--- src/frgcd_pkg.sv ---
// ----------------------------------------------------------------------------
// frgcd_pkg
// Widths, types, state encoding and width helpers of the fraction reducer.
// ----------------------------------------------------------------------------
package frgcd_pkg;

   // Datapath width and fixed port field width
   localparam int VALUE_WIDTH = 32;
   localparam int FIELD_WIDTH = 32;
   localparam int TWOS_WIDTH  = $clog2(VALUE_WIDTH + 1);
   localparam int COUNT_WIDTH = $clog2(VALUE_WIDTH + 1);

   typedef logic [VALUE_WIDTH-1:0] value_type;
   typedef logic [FIELD_WIDTH-1:0] field_type;
   typedef logic [TWOS_WIDTH-1:0]  twos_type;
   typedef logic [COUNT_WIDTH-1:0] count_type;

   // Sequencer states
   typedef enum logic [2:0] {
      ST_IDLE,
      ST_GCD,
      ST_RESTORE,
      ST_NUM_GO,
      ST_NUM_WAIT,
      ST_DEN_GO,
      ST_DEN_WAIT,
      ST_OUT
   } state_type;

   // Field to datapath width: truncate or zero-extend
   function automatic value_type to_value(input field_type f);
      logic [VALUE_WIDTH+FIELD_WIDTH-1:0] wide;
      wide = {{VALUE_WIDTH{1'b0}}, f};
      return wide[VALUE_WIDTH-1:0];
   endfunction

   // Datapath to field width: truncate or zero-extend
   function automatic field_type to_field(input value_type v);
      logic [VALUE_WIDTH+FIELD_WIDTH-1:0] wide;
      wide = {{FIELD_WIDTH{1'b0}}, v};
      return wide[FIELD_WIDTH-1:0];
   endfunction

endpackage

--- src/frgcd_divider.sv ---
// ----------------------------------------------------------------------------
// frgcd_divider
// Serial restoring divider: one quotient bit per cycle, VALUE_WIDTH quotient bits.
// ----------------------------------------------------------------------------
module frgcd_divider (
   input  logic                 clock,
   input  logic                 reset,
   input  logic                 start,
   input  frgcd_pkg::value_type dividend,
   input  frgcd_pkg::value_type divisor,
   output logic                 done,
   output frgcd_pkg::value_type quotient
);
   import frgcd_pkg::*;

   logic                 busy_ff, busy_in;
   logic                 done_ff, done_in;
   count_type            count_ff, count_in;
   value_type            q_ff, q_in;
   value_type            rem_ff, rem_in;
   value_type            dvs_ff, dvs_in;
   logic [VALUE_WIDTH:0] shifted;
   logic [VALUE_WIDTH:0] trial;

   // One restoring step
   assign shifted = {rem_ff, q_ff[VALUE_WIDTH-1]};
   assign trial   = shifted - {1'b0, dvs_ff};

   always_comb begin
      busy_in  = busy_ff;
      done_in  = 1'b0;
      count_in = count_ff;
      q_in     = q_ff;
      rem_in   = rem_ff;
      dvs_in   = dvs_ff;
      if (busy_ff) begin
         if (!trial[VALUE_WIDTH]) begin
            rem_in = trial[VALUE_WIDTH-1:0];
            q_in   = {q_ff[VALUE_WIDTH-2:0], 1'b1};
         end else begin
            rem_in = shifted[VALUE_WIDTH-1:0];
            q_in   = {q_ff[VALUE_WIDTH-2:0], 1'b0};
         end
         count_in = count_ff - count_type'(1);
         if (count_ff == count_type'(1)) begin
            busy_in = 1'b0;
            done_in = 1'b1;
         end
      end else if (start) begin
         busy_in  = 1'b1;
         count_in = count_type'(VALUE_WIDTH);
         q_in     = dividend;
         rem_in   = '0;
         dvs_in   = divisor;
      end
   end

   always_ff @(posedge clock) begin
      if (reset) begin
         busy_ff <= 1'b0;
         done_ff <= 1'b0;
      end else begin
         busy_ff <= busy_in;
         done_ff <= done_in;
      end
      count_ff <= count_in;
      q_ff     <= q_in;
      rem_ff   <= rem_in;
      dvs_ff   <= dvs_in;
   end

   assign done     = done_ff;
   assign quotient = q_ff;

endmodule

--- src/fraction_reduce_binary_gcd_top.sv ---
// ----------------------------------------------------------------------------
// fraction_reduce_binary_gcd_top
// Reduces an unsigned fraction by its greatest common divisor (binary GCD).
// ----------------------------------------------------------------------------
// Usage:
//   Input channel req_* carries numerator and denominator; result channel
//   rsp_* returns the reduced pair, the divisor and a zero-denominator flag.
//   Both channels are valid/ready; one result item per input item.
//   The block takes one item at a time: req_ready is high only when idle.
//   A zero denominator skips the GCD loop and the divider and goes straight
//   to the output. Otherwise the binary GCD loop takes one shift or
//   halved-difference step per cycle, the shared factors of two are then
//   restored one at a time, and the serial divider computes the two
//   quotients one after the other.
//   Results wait in an output register; while rsp_ready is low the finished
//   item holds there and the sequencer waits before loading the next one.
//   Synchronous reset returns the sequencer to idle and drops rsp_valid.
// ----------------------------------------------------------------------------
module fraction_reduce_binary_gcd_top (
   input  logic                 clock,
   input  logic                 reset,
   input  logic                 req_valid,
   output logic                 req_ready,
   input  frgcd_pkg::field_type req_numerator,
   input  frgcd_pkg::field_type req_denominator,
   output logic                 rsp_valid,
   input  logic                 rsp_ready,
   output frgcd_pkg::field_type rsp_reduced_numerator,
   output frgcd_pkg::field_type rsp_reduced_denominator,
   output frgcd_pkg::field_type rsp_common_divisor,
   output logic                 rsp_zero_denominator_error
);
   import frgcd_pkg::*;

   state_type            state_ff, state_in;
   value_type            num_ff, num_in;
   value_type            den_ff, den_in;
   value_type            u_ff, u_in;
   value_type            v_ff, v_in;
   value_type            g_ff, g_in;
   twos_type             twos_ff, twos_in;
   value_type            res_num_ff, res_num_in;
   value_type            res_den_ff, res_den_in;
   logic                 res_err_ff, res_err_in;
   logic                 rsp_valid_ff, rsp_valid_in;
   field_type            out_num_ff, out_num_in;
   field_type            out_den_ff, out_den_in;
   field_type            out_g_ff, out_g_in;
   logic                 out_err_ff, out_err_in;
   logic [VALUE_WIDTH:0] diff_uv;
   logic [VALUE_WIDTH:0] diff_vu;
   value_type            req_num;
   value_type            req_den;
   logic                 div_start;
   logic                 div_done;
   value_type            div_dividend;
   value_type            div_quotient;

   assign req_num = to_value(req_numerator);
   assign req_den = to_value(req_denominator);

   // Difference units (u-v and v-u) for the odd/odd GCD step
   assign diff_uv = {1'b0, u_ff} - {1'b0, v_ff};
   assign diff_vu = {1'b0, v_ff} - {1'b0, u_ff};

   // Serial divider, run once per quotient
   assign div_dividend = (state_ff == ST_NUM_GO) ? num_ff : den_ff;

   frgcd_divider u_divider (
      .clock    (clock),
      .reset    (reset),
      .start    (div_start),
      .dividend (div_dividend),
      .divisor  (g_ff),
      .done     (div_done),
      .quotient (div_quotient)
   );

   // Sequencer: next state and datapath updates
   always_comb begin
      state_in     = state_ff;
      num_in       = num_ff;
      den_in       = den_ff;
      u_in         = u_ff;
      v_in         = v_ff;
      g_in         = g_ff;
      twos_in      = twos_ff;
      res_num_in   = res_num_ff;
      res_den_in   = res_den_ff;
      res_err_in   = res_err_ff;
      rsp_valid_in = rsp_valid_ff && !rsp_ready;
      out_num_in   = out_num_ff;
      out_den_in   = out_den_ff;
      out_g_in     = out_g_ff;
      out_err_in   = out_err_ff;
      div_start    = 1'b0;

      unique case (state_ff)
         ST_IDLE: begin
            if (req_valid) begin
               num_in  = req_num;
               den_in  = req_den;
               u_in    = req_num;
               v_in    = req_den;
               twos_in = '0;
               if (req_den == '0) begin
                  // zero denominator: pass through and flag
                  res_num_in = req_num;
                  res_den_in = '0;
                  g_in       = '0;
                  res_err_in = 1'b1;
                  state_in   = ST_OUT;
               end else begin
                  res_err_in = 1'b0;
                  state_in   = ST_GCD;
               end
            end
         end

         ST_GCD: begin
            priority if (u_ff == v_ff) begin
               g_in     = u_ff;
               state_in = ST_RESTORE;
            end else if (u_ff == '0) begin
               g_in     = v_ff;
               state_in = ST_RESTORE;
            end else if (v_ff == '0) begin
               g_in     = u_ff;
               state_in = ST_RESTORE;
            end else if (!u_ff[0] && !v_ff[0]) begin
               u_in    = u_ff >> 1;
               v_in    = v_ff >> 1;
               twos_in = twos_ff + twos_type'(1);
            end else if (!u_ff[0]) begin
               u_in = u_ff >> 1;
            end else if (!v_ff[0]) begin
               v_in = v_ff >> 1;
            end else if (!diff_uv[VALUE_WIDTH]) begin
               u_in = diff_uv[VALUE_WIDTH:1];
            end else begin
               u_in = diff_vu[VALUE_WIDTH:1];
               v_in = u_ff;
            end
         end

         // put back the shared factors of two, one per cycle
         ST_RESTORE: begin
            if (twos_ff == '0) begin
               state_in = ST_NUM_GO;
            end else begin
               g_in    = g_ff << 1;
               twos_in = twos_ff - twos_type'(1);
            end
         end

         ST_NUM_GO: begin
            div_start = 1'b1;
            state_in  = ST_NUM_WAIT;
         end

         ST_NUM_WAIT: begin
            if (div_done) begin
               res_num_in = div_quotient;
               state_in   = ST_DEN_GO;
            end
         end

         ST_DEN_GO: begin
            div_start = 1'b1;
            state_in  = ST_DEN_WAIT;
         end

         ST_DEN_WAIT: begin
            if (div_done) begin
               res_den_in = div_quotient;
               state_in   = ST_OUT;
            end
         end

         // hand the item to the output register once it is free
         ST_OUT: begin
            if (!rsp_valid_ff || rsp_ready) begin
               rsp_valid_in = 1'b1;
               out_num_in   = to_field(res_num_ff);
               out_den_in   = to_field(res_den_ff);
               out_g_in     = to_field(g_ff);
               out_err_in   = res_err_ff;
               state_in     = ST_IDLE;
            end
         end

         default: begin
            state_in = ST_IDLE;
         end
      endcase
   end

   always_ff @(posedge clock) begin
      if (reset) begin
         state_ff     <= ST_IDLE;
         rsp_valid_ff <= 1'b0;
      end else begin
         state_ff     <= state_in;
         rsp_valid_ff <= rsp_valid_in;
      end
      num_ff     <= num_in;
      den_ff     <= den_in;
      u_ff       <= u_in;
      v_ff       <= v_in;
      g_ff       <= g_in;
      twos_ff    <= twos_in;
      res_num_ff <= res_num_in;
      res_den_ff <= res_den_in;
      res_err_ff <= res_err_in;
      out_num_ff <= out_num_in;
      out_den_ff <= out_den_in;
      out_g_ff   <= out_g_in;
      out_err_ff <= out_err_in;
   end

   assign req_ready                  = (state_ff == ST_IDLE);
   assign rsp_valid                  = rsp_valid_ff;
   assign rsp_reduced_numerator      = out_num_ff;
   assign rsp_reduced_denominator    = out_den_ff;
   assign rsp_common_divisor         = out_g_ff;
   assign rsp_zero_denominator_error = out_err_ff;

endmodule

--- config.mk ---
export PLATFORM = sky130hd
export DESIGN_NAME = fraction_reduce_binary_gcd_top
export DESIGN_NICKNAME = d
export VERILOG_FILES = /design/src/frgcd_pkg.sv /design/src/frgcd_divider.sv /design/src/fraction_reduce_binary_gcd_top.sv
export SDC_FILE = /design/constraint.sdc
export NUM_CORES = 1
export LEC_CHECK = 0
export ABC_AREA = 1
export BUFFER_PORTS_ARGS = -buffer_cell sky130_fd_sc_hd__buf_2
export CELL_PAD_IN_SITES_DETAIL_PLACEMENT = 1
export CELL_PAD_IN_SITES_GLOBAL_PLACEMENT = 1
export CORE_MARGIN = 5
export CORE_UTILIZATION = 47
export CTS_BUF_LIST = sky130_fd_sc_hd__clkbuf_16
export DETAILED_ROUTE_END_ITERATION = 16
export PLACE_DENSITY = 0.78
export SLEW_MARGIN = 25
export SYNTH_ARGS = -nofsm -noshare
export SYNTH_HDL_FRONTEND = slang
export SYNTH_SLANG_ARGS = --single-unit
export TNS_END_PERCENT = 50
--- constraint.sdc ---
create_clock -name clock -period 6.3 [get_ports clock]
set_clock_uncertainty 0.2 [all_clocks]
set_input_delay 0.63 -clock clock [delete_from_list [all_inputs] [get_ports clock]]
set_output_delay 0.63 -clock clock [all_outputs]
set_load 0.005 [all_outputs]
### Word-level counts from Yosys, hierarchy flattened

Cells that the tools add are included.

* input bits: 68
* register bits after elaboration: 436
* logic and storage cells: 149

* $add $sub $neg: 6
* reduce and logical (&&, ||, !) cells: 31
* multiplexer cells: 64
* bitwise operators: 1
* equality and inequality tests: 24

Operators with widths (number)
* $mux 32: 31
* $pmux 32 s2: 4
* $logic_not 32->1: 3
* $pmux 32 s3: 1
* $sub 32x32->33: 2
* $mux 6: 8
* $sub 33x32->33: 1
* $eq 32x32->1: 1
* $mux 3: 9
* $pmux 3 s8: 1
* $pmux 6 s3: 1
* $reduce_and 6->1: 3
* $ne 2x2->1 const B: 8
* $reduce_and 7->1: 2
* $eq 3x3->1 const B: 4
* $ne 4x4->1 const B: 3
* $sub 6x1->6 const B: 2
* $reduce_and 5->1: 2
* $mux 1: 9
* $reduce_and 4->1: 2
* $reduce_bool 2->1: 4
* $add 6x1->6 const B: 1
* $eq 3x2->1 const B: 2
* $eq 6x1->1 const B: 1
* other kinds (12): 21

### Longest topological paths before layout

* depth in word-level cells: 9
* depth in mapped cells: 18
* mapped depth without buffers: 17

### Modules after synthesis

A second synthesis with hierarchy kept.

* cell total of the unflattened synthesis: 3049
* area total of the unflattened synthesis: 25458.2 um^2

By module, submodules not included
* fraction_reduce_binary_gcd_top: cells an instance 2095, times used 1, area an instance 18500.2 um^2
* frgcd_divider: cells an instance 954, times used 1, area an instance 6957.9 um^2

### Worst setup path before layout

Ideal clock, no wire load.

* path type: input -> register
* start point: input rsp_ready
* end point: register out_g_ff[0], in the netlist rsp_common_divisor[0] (enable)
* data required time: 5.546 ns
* setup slack: 0.756 ns
* path buffers: 0
* setup time: 0.554 ns
* data arrival time: 4.790 ns
* stages: 4
* cell sequence: inv_1 -> nand2_1 -> inv_1 -> nor2_1

* word-level cells in the longest chain between the ends: 2

Ends and longest elaborated chain
* from (decl): RTL line fraction_reduce_binary_gcd_top.sv:27 `input logic rsp_ready,`
* $logic_or 1x1->1: RTL line fraction_reduce_binary_gcd_top.sv:182 `if (!rsp_valid_ff || rsp_ready) begin`
* $reduce_and 2->1 (no source line)
* to (signal assigned): RTL line fraction_reduce_binary_gcd_top.sv:217 `out_g_ff <= out_g_in;`
* to (decl): RTL line fraction_reduce_binary_gcd_top.sv:48 `field_type out_g_ff, out_g_in;`

Every way passes these cells.
A chain may end at the register's enable or synchronous reset.

### Worst setup path after layout

* start point: register u_divider.q_ff[31], in the netlist u_divider.quotient[31]
* end point: register u_divider.rem_ff[22], data pin

* word-level cells in the longest chain between the ends: 3

Ends and longest elaborated chain
* from (decl): RTL line frgcd_divider.sv:19 `value_type q_ff, q_in;`
* from (signal assigned): RTL line frgcd_divider.sv:67 `q_ff <= q_in;`
* $sub 33x32->33: RTL line frgcd_divider.sv:27 `assign trial = shifted - {1'b0, dvs_ff};`
* $mux 32: RTL line frgcd_divider.sv:37 `if (!trial[VALUE_WIDTH]) begin`
* $mux 32: RTL line frgcd_divider.sv:36 `if (busy_ff) begin`
* to (signal assigned): RTL line frgcd_divider.sv:68 `rem_ff <= rem_in;`
* to (decl): RTL line frgcd_divider.sv:20 `value_type rem_ff, rem_in;`

Every way passes these cells.

==> results.toml <==
[setup_path]
cp_max_fo = 43
end_kind = "flip-flop"
cp_common_cell = "nand2_1"
path_class = "reg -> reg"
worstPathCellList = "inv_1 > ha_1 > fa_1 > o21ai_1 > nand2_1 > nand2_1 > nand2_1 > nand2_1 > nand3b_1 > nand2_1 > nand2_1 > nand2_2 > inv_1 > nor2_1 > nor2_1"
setup.worst_path.end = "u_divider.rem_ff[22]"
slowest_stage = "inv_1"
crit_start = "u_divider.quotient[31]"
start_kind = "flip-flop"
r2r-end = "u_divider.rem_ff[22]"
rr_worst_depth = 15
required_ps = 6420
rrSetupSlack_ps = 1930
cp.arrival_ps = 4490
timing.rr.start = "u_divider.quotient[31]"
cpPeakStageDelay_ps = 670

[floorplanning]
die_y_um = 239
die_w_um = 239
fp-row-count = 83
dieArea_sq_um = 56900
start_util = 0.477
ios = 167
coreArea_sq_um = 51500

[routing]
dr.first_iter.drc_count = 2098
wirelength_um = 89300
vias = 21100
dr.pass1.iters = 5
wl_per_cell_um = 24.0
viasPerCell = 5.67
drtAntennaViolNets = 0
drc = 0

[cts]
post_cts_resized = 0
clock-root-buffer = "clkbuf_16"
cts_buffer_depth = 3
cts_buffers = 46
clk_pin_slew_worst_paths_ps = 70
cts.sinks = 436
clk_latency_ps = 590
cts_tree = "yes"
htree_levels = 2

[placement]
hpwl_um = 69800
placed_cell_area_sq_um = 26100
dpl_worst_slack_ps = 1960
place.gp.congestion = 0.964
io_buffers = 166

[yosys]
synthFlopType = "edfxtp_1"
synthCells = 2845
synth_top_area_frac = 0.526
ys_types = 51
synth_top_area_cell = "edfxtp_1"
synth_edf_count = 430
syn_nets = 3022
ys_top_cells_by_area = "edfxtp_1 53%, nand2_1 12%, inv_1 6.5%, ha_1 5.4%, nor2_1 4.5%"
synth_area_per_cell_sq_um = 8.63
ys_warn_count = 0
synth_seq_cells = 436
ys_seq_area_frac = 0.531
syn_area_sq_um = 24500
async_reset_ff_frac = 0

[timing]
finalMaxSlewViolations = 0
layout_setup_ws_ps = 1930
rsz0062_at_grt = "false"
fin_crit_ps = 4370
relSlewSlack = 0.327
fmax_mhz = 229
fin_crit_sh = 0.694
finalSetupTns_ps = 0
tightest_slew_ps = 1010
final-setup-viol-count = 0
hold_viol = 0

[cells_and_area]
drive_above_1_share = 0.103
final_common_cell = "nand2_1"
post-route-util = 0.538
n_fill_cell = 6060
mostFrequentLayoutCells = "787 x nand2_1, 430 x edfxtp_1, 424 x inv_1"
area_delta_synth_final_pct = 12.9
final_cell_area_sq_um = 27700
final_nets = 3178

[global_route]
grtUsageTotal = 0.308
grt_pass1_vias = 21400
grt_first_pass_wirelength_um = 134000
grt_max_degree = 86
grt_antenna_before_repair = 3
grt.overflow.total = 0

[power]
p_per_area_nw_per_um2 = 606
leakage_nw = 12.3
vdd_drop_max_uv = 807
power_mw = 16.8

[run]
drv_cap = 0

[run_status]
status = "finished clean"

[hold_path]
hp-class = "in -> reg"
## logic make-up after synthesis
logic type / count (synthesis) / synth area share
compound gates: 447 / 0.100
xor+xnor: 31 / 0.0111
fa+ha+maj: 109 / 0.0568
buf+inv: 512 / 0.0810
flops: 436 / 0.531
simple gates: 1310 / 0.220
## Yosys cell counts, drive strengths merged, types with 12 or more instances
cell and n:
nand3b 23, nor4 26, clkbuf 57, ha 105, o21ai 191, nand2 808, inv 429, buf 24
nor2 304, nand3 112, nand4 12, nor3 17, edfxtp 430, xor2 25, a21oi 147, a31oi 63
a21boi 14
## critical path: cells and delay by family, from the launching register on
family | cells | cell delay [ps]
adders and majority gates | 2 | 640
and+or+nand+nor | 10 | 1830
buffers and inverters | 2 | 760
AOI/OAI and AO/OA | 1 | 270
DFF | 1 | 380
## state kept, by name, summed over array words and instances, names as in the netlist
signal,cells
twos_ff,6
state_ff,3
u_ff,32
u_divider.quotient,32
num_ff,32
res_err_ff,1
u_divider.done,1
rsp_reduced_numerator,32
u_divider.rem_ff,32
u_divider.dvs_ff,32
rsp_valid,1
u_divider.busy_ff,1
res_num_ff,32
rsp_common_divisor,32
u_divider.count_ff,6
res_den_ff,32
den_ff,32
rsp_zero_denominator_error,1
rsp_reduced_denominator,32
v_ff,32
g_ff,32
## per-stage QoR
stage	cells	hold slack [ps]
floorplan	2845	200
global placement	3630	204
detailed placement	3630	206
CTS	3715	1.93
global route	3716	24.4
finish	3716	39.8
## final cells by class
type                    instances  area, sq um  area share
clock buffers                  46         1150      0.0415
multi-input cells            1897         9630       0.347
clock inverters                36          412      0.0149
well taps                     680          851      0.0307
repair buffers                189         1010      0.0366
diodes                          1         2.50   0.0000903
flip-flops and latches        436        13000       0.470
inverters                     431         1620      0.0584
## metal layers
metal | global-route usage | routed length [um] | up-vias
li1 | - | - | 9691
met1 | 0.437 | 39000 | 10500
met2 | 0.506 | 41800 | 784
met3 | 0.0325 | 5670 | 130
met4 | 0.0903 | 2920 | 0
met5 | 0 | 0 | -
## power by group
group          internal (mW)  switching [mW]  leakage, nW
combinational           2.41            6.36         7.48
sequential              4.39           0.795         4.06
clock                   1.64            1.20        0.775
## how the worst min path moves through the flow
stage	slack, ps	startpoint	endpoint	cells after the start
floorplan	200	res_den_ff[0]	rsp_reduced_denominator[0]	0
global placement	200	res_num_ff[25]	rsp_reduced_numerator[25]	0
detailed placement	210	res_den_ff[28]	rsp_reduced_denominator[28]	0
CTS	2	req_numerator[25]	num_ff[25]	1
global route	20	req_numerator[26]	num_ff[26]	1
finish	40	req_numerator[25]	num_ff[25]	1
## what timing repair did
item                                   in CTS  in global routing
endpoints found under the hold margin       3                  0
hold buffers                                3                  0
buffers inserted                            0                  0
Note: power is estimated with default switching activity, not from simulation.
